--- src/hdl/ftrm_pkg.sv ---
// Shared types and constants for the fan tachometer and speed monitor.
package ftrm_pkg;

    typedef struct packed {
        logic        req_type;
        logic [31:0] now_ms;
        logic        auto_demand;
        logic        manual_on;
    } in_item_t;

    typedef struct packed {
        logic        fan_on;
        logic        fault;
        logic [15:0] rpm;
        logic [31:0] window_pulses_seen;
        logic [31:0] total_pulses;
    } res_item_t;

    typedef enum logic {
        CMD_TACH = 1'b0,
        CMD_TICK = 1'b1
    } cmd_kind_t;

    typedef struct packed {
        cmd_kind_t   kind;
        logic [31:0] now_ms;
        logic        want;
    } cmd_t;

    typedef enum logic [2:0] {
        BK_IDLE,
        BK_MUL,
        BK_START,
        BK_WAIT,
        BK_EMIT
    } back_state_t;

    localparam logic [1:0] REG_AUTO_MODE   = 2'd0;
    localparam logic [1:0] REG_PUBLISH_INT = 2'd1;
    localparam logic [1:0] REG_FAULT_GRACE = 2'd2;

    localparam logic        RESET_AUTO_MODE   = 1'b0;
    localparam logic [15:0] RESET_PUBLISH_INT = 16'd1000;
    localparam logic [15:0] RESET_FAULT_GRACE = 16'd5000;

    localparam int unsigned RPM_SCALE_BITS = 15;
    localparam logic [14:0] RPM_HALF_SCALE = 15'd30000;
    localparam logic [15:0] RPM_MAX        = 16'hFFFF;
    localparam int unsigned QUOT_W         = 16;
    localparam int unsigned CMD_DEPTH      = 2;

endpackage

--- src/hdl/fan_tach_rpm_monitor.sv ---
// Top level of the fan switch and tachometer speed monitor with stall detection.
//
//   Channel   Handshake            Payload
//   request   push / full          item   (in_item_t)
//   result    pop / empty          result (res_item_t)
//   config    psel/penable/pready  paddr, pwdata, prdata
//
// A tach request or a tick with no speed calculation goes from idle to emit.
// A recalculating tick adds multiply, start and wait on the 16-step serial divider.
// A two-entry command queue takes requests while the back end works on earlier ones.
// The back end starts the next request in the cycle that the previous result is popped.
// Reset is asynchronous and active low; no clearing pass follows it.
module fan_tach_rpm_monitor #(
    parameter int unsigned PULSE_COUNT_WIDTH = 32
) (
    input  logic                clk,
    input  logic                rst_n,
    input  logic                push,
    output logic                full,
    input  ftrm_pkg::in_item_t  item,
    input  logic                pop,
    output logic                empty,
    output ftrm_pkg::res_item_t result,
    input  logic                psel,
    input  logic                penable,
    input  logic                pwrite,
    input  logic [3:0]          paddr,
    input  logic [31:0]         pwdata,
    output logic [31:0]         prdata,
    output logic                pready
);
    import ftrm_pkg::*;

    logic        auto_mode_reg;
    logic [15:0] publish_int_reg;
    logic [15:0] fault_grace_reg;
    logic        cfg_write;
    logic        cmd_valid;
    cmd_t        cmd;
    logic        cmd_pop;

    assign pready    = 1'b1;
    assign cfg_write = psel && penable && pwrite && pready;

    always_comb
    begin
        unique case (paddr[3:2])
            REG_AUTO_MODE:   prdata = {31'd0, auto_mode_reg};
            REG_PUBLISH_INT: prdata = {16'd0, publish_int_reg};
            REG_FAULT_GRACE: prdata = {16'd0, fault_grace_reg};
            default:         prdata = '0;
        endcase
    end

    always_ff @(posedge clk or negedge rst_n)
    begin
        if (!rst_n)
        begin
            auto_mode_reg   <= RESET_AUTO_MODE;
            publish_int_reg <= RESET_PUBLISH_INT;
            fault_grace_reg <= RESET_FAULT_GRACE;
        end
        else if (cfg_write)
        begin
            unique case (paddr[3:2])
                REG_AUTO_MODE:   auto_mode_reg   <= pwdata[0];
                REG_PUBLISH_INT: publish_int_reg <= pwdata[15:0];
                REG_FAULT_GRACE: fault_grace_reg <= pwdata[15:0];
                default:
                begin
                end
            endcase
        end
    end

    ftrm_front u_front (
        .clk       (clk),
        .rst_n     (rst_n),
        .push      (push),
        .full      (full),
        .item      (item),
        .auto_mode (auto_mode_reg),
        .cmd_valid (cmd_valid),
        .cmd       (cmd),
        .cmd_pop   (cmd_pop)
    );

    ftrm_back #(
        .PULSE_COUNT_WIDTH (PULSE_COUNT_WIDTH)
    ) u_back (
        .clk                 (clk),
        .rst_n               (rst_n),
        .cmd_valid           (cmd_valid),
        .cmd                 (cmd),
        .cmd_pop             (cmd_pop),
        .publish_interval_ms (publish_int_reg),
        .fault_grace_ms      (fault_grace_reg),
        .pop                 (pop),
        .empty               (empty),
        .result              (result)
    );

endmodule

--- src/hdl/ftrm_front.sv ---
// Front end: classifies incoming requests and queues them as commands.
module ftrm_front (
    input  logic             clk,
    input  logic             rst_n,
    input  logic             push,
    output logic             full,
    input  ftrm_pkg::in_item_t item,
    input  logic             auto_mode,
    output logic             cmd_valid,
    output ftrm_pkg::cmd_t   cmd,
    input  logic             cmd_pop
);
    import ftrm_pkg::*;

    localparam int unsigned PTR_W = $clog2(CMD_DEPTH);
    localparam int unsigned CNT_W = $clog2(CMD_DEPTH + 1);

    cmd_t             cmd_mem_reg [CMD_DEPTH];
    logic [PTR_W-1:0] wr_ptr_reg;
    logic [PTR_W-1:0] rd_ptr_reg;
    logic [CNT_W-1:0] count_reg;
    logic             do_push;
    logic             do_pop;
    cmd_t             new_cmd;

    assign full      = (count_reg == CNT_W'(CMD_DEPTH));
    assign cmd_valid = (count_reg != '0);
    assign do_push   = push && !full;
    assign do_pop    = cmd_pop && cmd_valid;
    assign cmd       = cmd_mem_reg[rd_ptr_reg];

    always_comb
    begin
        new_cmd.kind   = item.req_type ? CMD_TICK : CMD_TACH;
        new_cmd.now_ms = item.now_ms;
        new_cmd.want   = auto_mode ? item.auto_demand : item.manual_on;
    end

    always_ff @(posedge clk)
    begin
        if (do_push)
        begin
            cmd_mem_reg[wr_ptr_reg] <= new_cmd;
        end
    end

    always_ff @(posedge clk or negedge rst_n)
    begin
        if (!rst_n)
        begin
            wr_ptr_reg <= '0;
            rd_ptr_reg <= '0;
            count_reg  <= '0;
        end
        else
        begin
            if (do_push)
            begin
                wr_ptr_reg <= (wr_ptr_reg == PTR_W'(CMD_DEPTH - 1)) ? '0 : wr_ptr_reg + 1'b1;
            end
            if (do_pop)
            begin
                rd_ptr_reg <= (rd_ptr_reg == PTR_W'(CMD_DEPTH - 1)) ? '0 : rd_ptr_reg + 1'b1;
            end
            if (do_push && !do_pop)
            begin
                count_reg <= count_reg + 1'b1;
            end
            else if (do_pop && !do_push)
            begin
                count_reg <= count_reg - 1'b1;
            end
        end
    end

endmodule

--- src/hdl/ftrm_div.sv ---
// Serial restoring divider with saturation for the speed calculation.
module ftrm_div #(
    parameter int unsigned NUM_W = 47
) (
    input  logic             clk,
    input  logic             rst_n,
    input  logic             start,
    input  logic [NUM_W-1:0] num,
    input  logic [31:0]      den,
    output logic             done,
    output logic [15:0]      quot
);
    import ftrm_pkg::*;

    localparam int unsigned CNT_W = $clog2(QUOT_W + 1);

    logic [31:0]       rem_reg;
    logic [QUOT_W-1:0] low_reg;
    logic [QUOT_W-1:0] quot_reg;
    logic [31:0]       den_reg;
    logic              sat_reg;
    logic [CNT_W-1:0]  cnt_reg;
    logic              done_reg;
    logic [32:0]       trial;
    logic [32:0]       diff;
    logic              ge;

    assign trial = {rem_reg, low_reg[QUOT_W-1]};
    assign ge    = (trial >= {1'b0, den_reg});
    assign diff  = trial - {1'b0, den_reg};
    assign done  = done_reg;
    assign quot  = sat_reg ? RPM_MAX : quot_reg;

    always_ff @(posedge clk)
    begin
        if (start)
        begin
            sat_reg  <= (48'(num) >= {den, 16'h0000});
            rem_reg  <= 32'(num >> QUOT_W);
            low_reg  <= num[QUOT_W-1:0];
            den_reg  <= den;
            quot_reg <= '0;
        end
        else if (cnt_reg != '0)
        begin
            rem_reg  <= ge ? diff[31:0] : trial[31:0];
            low_reg  <= {low_reg[QUOT_W-2:0], 1'b0};
            quot_reg <= {quot_reg[QUOT_W-2:0], ge};
        end
    end

    always_ff @(posedge clk or negedge rst_n)
    begin
        if (!rst_n)
        begin
            cnt_reg  <= '0;
            done_reg <= 1'b0;
        end
        else
        begin
            done_reg <= !start && (cnt_reg == CNT_W'(1));
            if (start)
            begin
                cnt_reg <= CNT_W'(QUOT_W);
            end
            else if (cnt_reg != '0)
            begin
                cnt_reg <= cnt_reg - 1'b1;
            end
        end
    end

endmodule

--- src/hdl/ftrm_back.sv ---
// Back end: fan state, pulse counters, speed calculation and result register.
module ftrm_back #(
    parameter int unsigned PULSE_COUNT_WIDTH = 32
) (
    input  logic                clk,
    input  logic                rst_n,
    input  logic                cmd_valid,
    input  ftrm_pkg::cmd_t      cmd,
    output logic                cmd_pop,
    input  logic [15:0]         publish_interval_ms,
    input  logic [15:0]         fault_grace_ms,
    input  logic                pop,
    output logic                empty,
    output ftrm_pkg::res_item_t result
);
    import ftrm_pkg::*;

    localparam int unsigned PW    = PULSE_COUNT_WIDTH;
    localparam int unsigned NUM_W = PW + RPM_SCALE_BITS;

    back_state_t      state_reg;
    back_state_t      state_next;
    logic             on_reg;
    logic             fault_reg;
    logic [15:0]      rpm_reg;
    logic [PW-1:0]    window_reg;
    logic [PW-1:0]    last_window_reg;
    logic [PW-1:0]    total_reg;
    logic [31:0]      last_calc_reg;
    logic [31:0]      running_since_reg;
    logic [PW-1:0]    pulses_reg;
    logic [31:0]      elapsed_reg;
    logic             grace_hit_reg;
    logic [NUM_W-1:0] product_reg;
    res_item_t        res_reg;
    logic             res_valid_reg;
    logic             slot_free;
    logic             switching;
    logic [31:0]      elapsed;
    logic             calc_due;
    logic             div_start;
    logic             div_done;
    logic [15:0]      div_quot;
    logic             res_load;

    assign slot_free = !res_valid_reg || pop;
    assign switching = (cmd.want != on_reg);
    assign elapsed   = cmd.now_ms - last_calc_reg;
    assign calc_due  = on_reg && (elapsed >= 32'(publish_interval_ms)) && (elapsed != '0);
    assign empty     = !res_valid_reg;
    assign result    = res_reg;

    ftrm_div #(
        .NUM_W (NUM_W)
    ) u_div (
        .clk   (clk),
        .rst_n (rst_n),
        .start (div_start),
        .num   (product_reg),
        .den   (elapsed_reg),
        .done  (div_done),
        .quot  (div_quot)
    );

    always_comb
    begin
        state_next = state_reg;
        unique case (state_reg)
            BK_IDLE:
            begin
                if (cmd_valid && slot_free)
                begin
                    if (cmd.kind == CMD_TICK && !switching && calc_due)
                    begin
                        state_next = BK_MUL;
                    end
                    else
                    begin
                        state_next = BK_EMIT;
                    end
                end
            end
            BK_MUL:   state_next = BK_START;
            BK_START: state_next = BK_WAIT;
            BK_WAIT:
            begin
                if (div_done)
                begin
                    state_next = BK_EMIT;
                end
            end
            BK_EMIT:  state_next = BK_IDLE;
            default:  state_next = BK_IDLE;
        endcase
    end

    always_comb
    begin
        cmd_pop   = 1'b0;
        div_start = 1'b0;
        res_load  = 1'b0;
        unique case (state_reg)
            BK_IDLE:  cmd_pop   = cmd_valid && slot_free;
            BK_START: div_start = 1'b1;
            BK_EMIT:  res_load  = 1'b1;
            default:
            begin
            end
        endcase
    end

    always_ff @(posedge clk)
    begin
        if (cmd_pop)
        begin
            pulses_reg    <= window_reg;
            elapsed_reg   <= elapsed;
            grace_hit_reg <= ((cmd.now_ms - running_since_reg) >= 32'(fault_grace_ms));
        end
        if (state_reg == BK_MUL)
        begin
            product_reg <= NUM_W'(pulses_reg) * NUM_W'(RPM_HALF_SCALE);
        end
        if (res_load)
        begin
            res_reg.fan_on             <= on_reg;
            res_reg.fault              <= fault_reg;
            res_reg.rpm                <= rpm_reg;
            res_reg.window_pulses_seen <= 32'(last_window_reg);
            res_reg.total_pulses       <= 32'(total_reg);
        end
    end

    always_ff @(posedge clk or negedge rst_n)
    begin
        if (!rst_n)
        begin
            state_reg         <= BK_IDLE;
            on_reg            <= 1'b0;
            fault_reg         <= 1'b0;
            rpm_reg           <= '0;
            window_reg        <= '0;
            last_window_reg   <= '0;
            total_reg         <= '0;
            last_calc_reg     <= '0;
            running_since_reg <= '0;
            res_valid_reg     <= 1'b0;
        end
        else
        begin
            state_reg <= state_next;
            if (res_load)
            begin
                res_valid_reg <= 1'b1;
            end
            else if (pop)
            begin
                res_valid_reg <= 1'b0;
            end
            if (cmd_pop)
            begin
                if (cmd.kind == CMD_TACH)
                begin
                    window_reg <= window_reg + 1'b1;
                    total_reg  <= total_reg + 1'b1;
                end
                else if (switching)
                begin
                    on_reg            <= cmd.want;
                    rpm_reg           <= '0;
                    fault_reg         <= 1'b0;
                    window_reg        <= '0;
                    last_window_reg   <= '0;
                    last_calc_reg     <= cmd.now_ms;
                    running_since_reg <= cmd.want ? cmd.now_ms : '0;
                end
                else if (calc_due)
                begin
                    window_reg      <= '0;
                    last_window_reg <= window_reg;
                    last_calc_reg   <= cmd.now_ms;
                end
            end
            if (state_reg == BK_WAIT && div_done)
            begin
                rpm_reg <= div_quot;
                if (pulses_reg != '0 || div_quot != '0)
                begin
                    fault_reg <= 1'b0;
                end
                else if (grace_hit_reg)
                begin
                    fault_reg <= 1'b1;
                end
            end
        end
    end

    a_emit_slot_free: assert property (@(posedge clk) disable iff (!rst_n)
        (state_reg == BK_EMIT) |-> (!res_valid_reg || pop))
        else $error("result written over an unread result");

    a_done_in_wait: assert property (@(posedge clk) disable iff (!rst_n)
        div_done |-> (state_reg == BK_WAIT))
        else $error("divider finished outside the wait state");

    a_calc_only_on: assert property (@(posedge clk) disable iff (!rst_n)
        (state_reg == BK_MUL) |-> on_reg)
        else $error("speed calculation started with the fan off");

    a_fault_only_on: assert property (@(posedge clk) disable iff (!rst_n)
        fault_reg |-> on_reg)
        else $error("fault raised while the fan is off");

endmodule

--- config.mk ---
export PLATFORM = sky130hd
export DESIGN_NAME = fan_tach_rpm_monitor
export DESIGN_NICKNAME = d
export VERILOG_FILES = /design/src/hdl/ftrm_pkg.sv /design/src/hdl/fan_tach_rpm_monitor.sv /design/src/hdl/ftrm_front.sv /design/src/hdl/ftrm_div.sv /design/src/hdl/ftrm_back.sv
export SDC_FILE = /design/constraint.sdc
export NUM_CORES = 1
export LEC_CHECK = 0
export BUFFER_PORTS_ARGS = -buffer_cell sky130_fd_sc_hd__buf_2
export CORE_ASPECT_RATIO = 0.75
export CORE_UTILIZATION = 40
export CTS_BUF_LIST = sky130_fd_sc_hd__clkbuf_2
export CTS_CLUSTER_DIAMETER = 150
export CTS_CLUSTER_SIZE = 28
export DETAILED_ROUTE_END_ITERATION = 12
export PLACE_DENSITY = 0.58
export SETUP_SLACK_MARGIN = 0.4
export SLEW_MARGIN = 20
export SYNTH_ARGS = -nofsm -noshare
export SYNTH_HDL_FRONTEND = slang
export SYNTH_SLANG_ARGS = --single-unit
--- constraint.sdc ---
create_clock -name clk -period 7.3 [get_ports clk]
set_input_delay 0.73 -clock clk [delete_from_list [all_inputs] [get_ports clk]]
set_output_delay 0.73 -clock clk [all_outputs]
set_load 0.01 [all_outputs]
==> results.txt <==
* Status: completed
- Standard-cell row count: 94
* Fmax: 0.153 GHz
- Entering global routing, the biggest net connects 120 pins.
* Cell-by-cell listing of the critical path: fa_1 > fa_1 > fa_1 > inv_1 > fa_1 > fa_1 > inv_1 > ha_1 > a211o_1 > a211o_1 > a221o_1 > nor3b_1 > o21ai_0 > a21oi_1 > o31ai_1 > buf_4 > o21ai_0 > o41ai_1 > xnor2_1
- The path class of the tightest hold or removal check is input pin to flip-flop.
- After the last flow step, the layout net total stands at 4147.
- In this run the tightest slew margin relative to its limit is 34.4%.
- The die covers 90800 sq um.
* Reg clk slew, reported paths: 560 ps
- Number of design rule violations left after detail routing: 0
* Number of warnings printed during yosys synthesis: 0
* Worst clock skew on the final layout: 191 ps
* Antenna violations before repair: 7
* Average footprint of a synthesized cell: 10.5 sq um
- Global-route wire length before repair: 138 mm
* Post-route cell area: 39400 sq um
- Die outline width: 348 um
- TritonCTS built the clock tree.
* Fin crit share: 89.7%
* Crit Reg-Reg Endpoint: u_back.product_reg[43]$_DFFE_PP_
- Total of max-cap violations: 0
- The final-report hold violation count is 0.
- The most numerous cell type found on the critical path is sky130_fd_sc_hd__fa_1.
- Initial detailed-routing violation count: 1890
- Across all hold checks on the routed design, the worst slack comes to 167 ps.
- Sum Neg Setup Slack: 0 ps
- Layout cells sized above 1: 9.22%
- The startpoint identified for the worst register-to-register timing path is u_back.pulses_reg[1]$_DFFE_PP_.
- Final wirelength: 86.4 mm
* Initial DRT Pass Iterations: 5
* Global route total overflow: 0
- Setup repair after global routing left no endpoint under its margin.
* Depth of the worst hold-timing path: 4
- Measured in cells, the most critical reg-to-reg path has a length of 19.
- Clock Latency Late Sink: 1460 ps
- Worst slack, placed: 545 ps
- The clock passes through at most 3 buffers.
- Largest stage delay on the critical path: 640 ps
* Max-slew violation count: 0
- Final design utilization: 44.6%
- Global-route usage over all layers: 18.9%
* Slowest cell on the critical path: sky130_fd_sc_hd__edfxtp_1
* Number of H-tree levels: 1
- Initial cell density of the core: 40.6%
- The register with the most flip-flops in the layout has 82 of them.
- The wire-length estimate of the detail-placed layout is 63.0 mm.
* Power per Cell Area: 398 nW/um^2
* Worst endpoint required time: 8640 ps
* IO Pins: 195
- The synthesized design contains 334 enable-type register cells.
- Post-synthesis cell area: 35800 sq um
- CTS saw 576 sinks.
* Placer's final routability congestion estimate: 0.871
- For the pin with the worst max-slew slack, the measured transition is 983 ps.
- In this run the worst setup path begins at u_back.pulses_reg[1]$_DFFE_PP_.
- In this run the static leakage power is 0.0172 uW.
* Die boundary height: 261 um
- In this run the clock root is driven by a sky130_fd_sc_hd__clkbuf_2.
* Gate Count Post-Synth: 3416
- Classification of the worst setup path: flip-flop to flip-flop
* Area of the core region: 88200 sq um
- From synthesis to final layout, the design area changed by 9.88%.
* Post-synthesis async set-or-reset flop share: 39.1%
* Min Tclk post-route: 6550 ps
- The final route contains 25672 vias.
* Peak ir drop on the vdd network: 0.216 mV
- The via count of the first global-routing pass was 24638.
- Worst-case setup margin in the final layout: 754 ps
* Detailed-route wire length per cell: 18.0 um
* Num CTS Buffers: 24
* Setup Viol. Count Final: 0
- Sequential elements use 44.7% of the synthesized area.
- The detail route stage leaves a number of antenna-violating nets equal to 0.
- Crit path max fanout: 6
* Reg-to-reg setup timing slack: 750 ps
- Synthesis instantiated 83 different standard cells from the library.
* Arrival time of the worst setup path: 7880 ps
- Via/cell ratio: 5.33
- Among all flip-flop cells after synthesis, the most frequent one is sky130_fd_sc_hd__edfxtp_1.
- The worst setup path is captured at a flip-flop.
* Cell area after placement: 37800 sq um
* Critical path endpoint: u_back.product_reg[43]$_DFFE_PP_
- Port buffer count: 159
- Startpoint type of the worst setup path: flip-flop
- Synthesis inferred 576 register bits.
==> Yosys cell counts (42+ instances only) <==
cell / count / area share [%]
sky130_fd_sc_hd__o21ai_0: 152 / 2.1
sky130_fd_sc_hd__edfxtp_1: 334 / 28
sky130_fd_sc_hd__nand4_1: 42 / 0.73
sky130_fd_sc_hd__xnor2_1: 96 / 2.3
sky130_fd_sc_hd__nand2_1: 284 / 3.0
sky130_fd_sc_hd__nor3_1: 48 / 0.67
sky130_fd_sc_hd__a211oi_1: 44 / 0.92
sky130_fd_sc_hd__fa_1: 144 / 8.0
sky130_fd_sc_hd__inv_1: 449 / 4.7
sky130_fd_sc_hd__ha_1: 288 / 10
sky130_fd_sc_hd__mux2i_1: 42 / 1.2
sky130_fd_sc_hd__a21oi_1: 253 / 3.5
sky130_fd_sc_hd__xor2_1: 44 / 1.1
sky130_fd_sc_hd__nor2_1: 149 / 1.6
sky130_fd_sc_hd__a21o_1: 49 / 1.0
sky130_fd_sc_hd__nand3_1: 121 / 1.7
sky130_fd_sc_hd__clkbuf_1: 86 / 0.90
sky130_fd_sc_hd__dfrtp_1: 214 / 15
==> per-stage QoR <==
stage / std cells / total power, uW
6_report: 4813 / 15700
5_1_grt: 4809 / 17100
4_1_cts: 4802 / 15700
3_5_place_dp: 4637 / 14400
3_3_place_gp: 4637 / 14300
2_1_floorplan: 3431 / 11900
==> what timing repair did <==
item / 4_1_cts / 5_1_grt
hold endpoints to repair: 315 / 0
setup buffers: 0 / 4
endpoints found under the setup margin: 0 / 4
hold buffers: 121 / 0
resized for setup: 0 / 2
==> worst max-delay path, delay by kind of cell (launching register included) <==
kind	cells	cell delay [ps]
buf+inv	3	260
simple gates	1	200
flops	1	640
compound gates	8	2380
xor+xnor	1	180
fa+ha+maj	6	2890
==> placed cells by master, fill, tap and decap left out, types with 18 or more instances in the layout <==
cell / count
sky130_fd_sc_hd__inv_1: 449
sky130_fd_sc_hd__edfxtp_1: 334
sky130_fd_sc_hd__ha_1: 288
sky130_fd_sc_hd__nand2_1: 282
sky130_fd_sc_hd__a21oi_1: 253
sky130_fd_sc_hd__dfrtp_1: 213
sky130_fd_sc_hd__buf_2: 158
sky130_fd_sc_hd__o21ai_0: 152
sky130_fd_sc_hd__nor2_1: 146
sky130_fd_sc_hd__fa_1: 144
sky130_fd_sc_hd__nand3_1: 121
sky130_fd_sc_hd__dlygate4sd3_1: 120
sky130_fd_sc_hd__xnor2_1: 96
sky130_fd_sc_hd__a21o_1: 49
sky130_fd_sc_hd__nor3_1: 47
sky130_fd_sc_hd__a211oi_1: 44
sky130_fd_sc_hd__xor2_1: 43
sky130_fd_sc_hd__mux2i_1: 42
sky130_fd_sc_hd__nand4_1: 42
sky130_fd_sc_hd__clkbuf_2: 42
sky130_fd_sc_hd__mux2_2: 39
sky130_fd_sc_hd__and3_1: 32
sky130_fd_sc_hd__a31oi_1: 30
sky130_fd_sc_hd__nand3b_1: 30
sky130_fd_sc_hd__a32o_1: 30
sky130_fd_sc_hd__buf_4: 30
sky130_fd_sc_hd__nor2b_1: 25
sky130_fd_sc_hd__nand2b_1: 22
sky130_fd_sc_hd__o21ai_1: 21
sky130_fd_sc_hd__o21a_1: 20
sky130_fd_sc_hd__o211ai_1: 19
sky130_fd_sc_hd__a211o_1: 18
==> metal layers <==
layer / track usage [%] / up-vias / share of wire (%) / wire length (um)
li1: - / 12361 / - / -
met1: 30.2 / 12743 / 52 / 44700
met2: 27.3 / 496 / 42 / 36200
met3: 2.59 / 70 / 5.0 / 4300
met4: 2.85 / 2 / 1.4 / 1230
met5: 0 / - / 0.015 / 13
==> worst min path at each step <==
| stage | endpoint | slack (ps) | start |
|---|---|---|---|
| floorplan | u_back.pulses_reg[4]$_DFFE_PP_ | 420 | u_back.window_reg[4]$_DFFE_PN0P_ |
| global placement | u_back.result[33]$_DFFE_PP_ | 430 | u_back.last_window_reg[1]$_DFFE_PN0P_ |
| detailed placement | u_back.result[44]$_DFFE_PP_ | 430 | u_back.last_window_reg[12]$_DFFE_PN0P_ |
| CTS | fault_grace_reg[2]$_DFFE_PN0P_ | 6 | pwdata[2] |
| global route | publish_int_reg[8]$_DFFE_PN1P_ | 30 | pwdata[8] |
| finish | fault_grace_reg[6]$_DFFE_PN0P_ | 170 | pwdata[6] |
==> kinds of logic after synthesis <==
family                   synth area share (%)
AO/OA/AOI/OAI                            13.2
adder cells (fa/ha/maj)                  18.1
AND/OR/NAND/NOR                          11.7
flip-flops                               44.7
other                                  0.0210
buffers and inverters                    6.47
multiplexers                             2.40
XOR/XNOR                                 3.42
==> final cells by class <==
type                    count  area (sq um)
repair buffers            313          2320
flip-flops and latches    576         16000
clock buffers              42           210
fillers                  8439         48900
clock inverters             2          25.0
inverters                 451          1690
diodes                      6          15.0
well taps                1152          1440
multi-input cells        2271         17600
==> power breakdown <==
part           total [uW]  leakage, uW  internal (uW)  switching [uW]
clock network        1170     0.000186            153            1010
registers            5100      0.00612           4600             508
logic                9400       0.0109           3780            5620
total               15700       0.0172           8530            7140
Note: power is estimated with default switching activity, not from simulation.
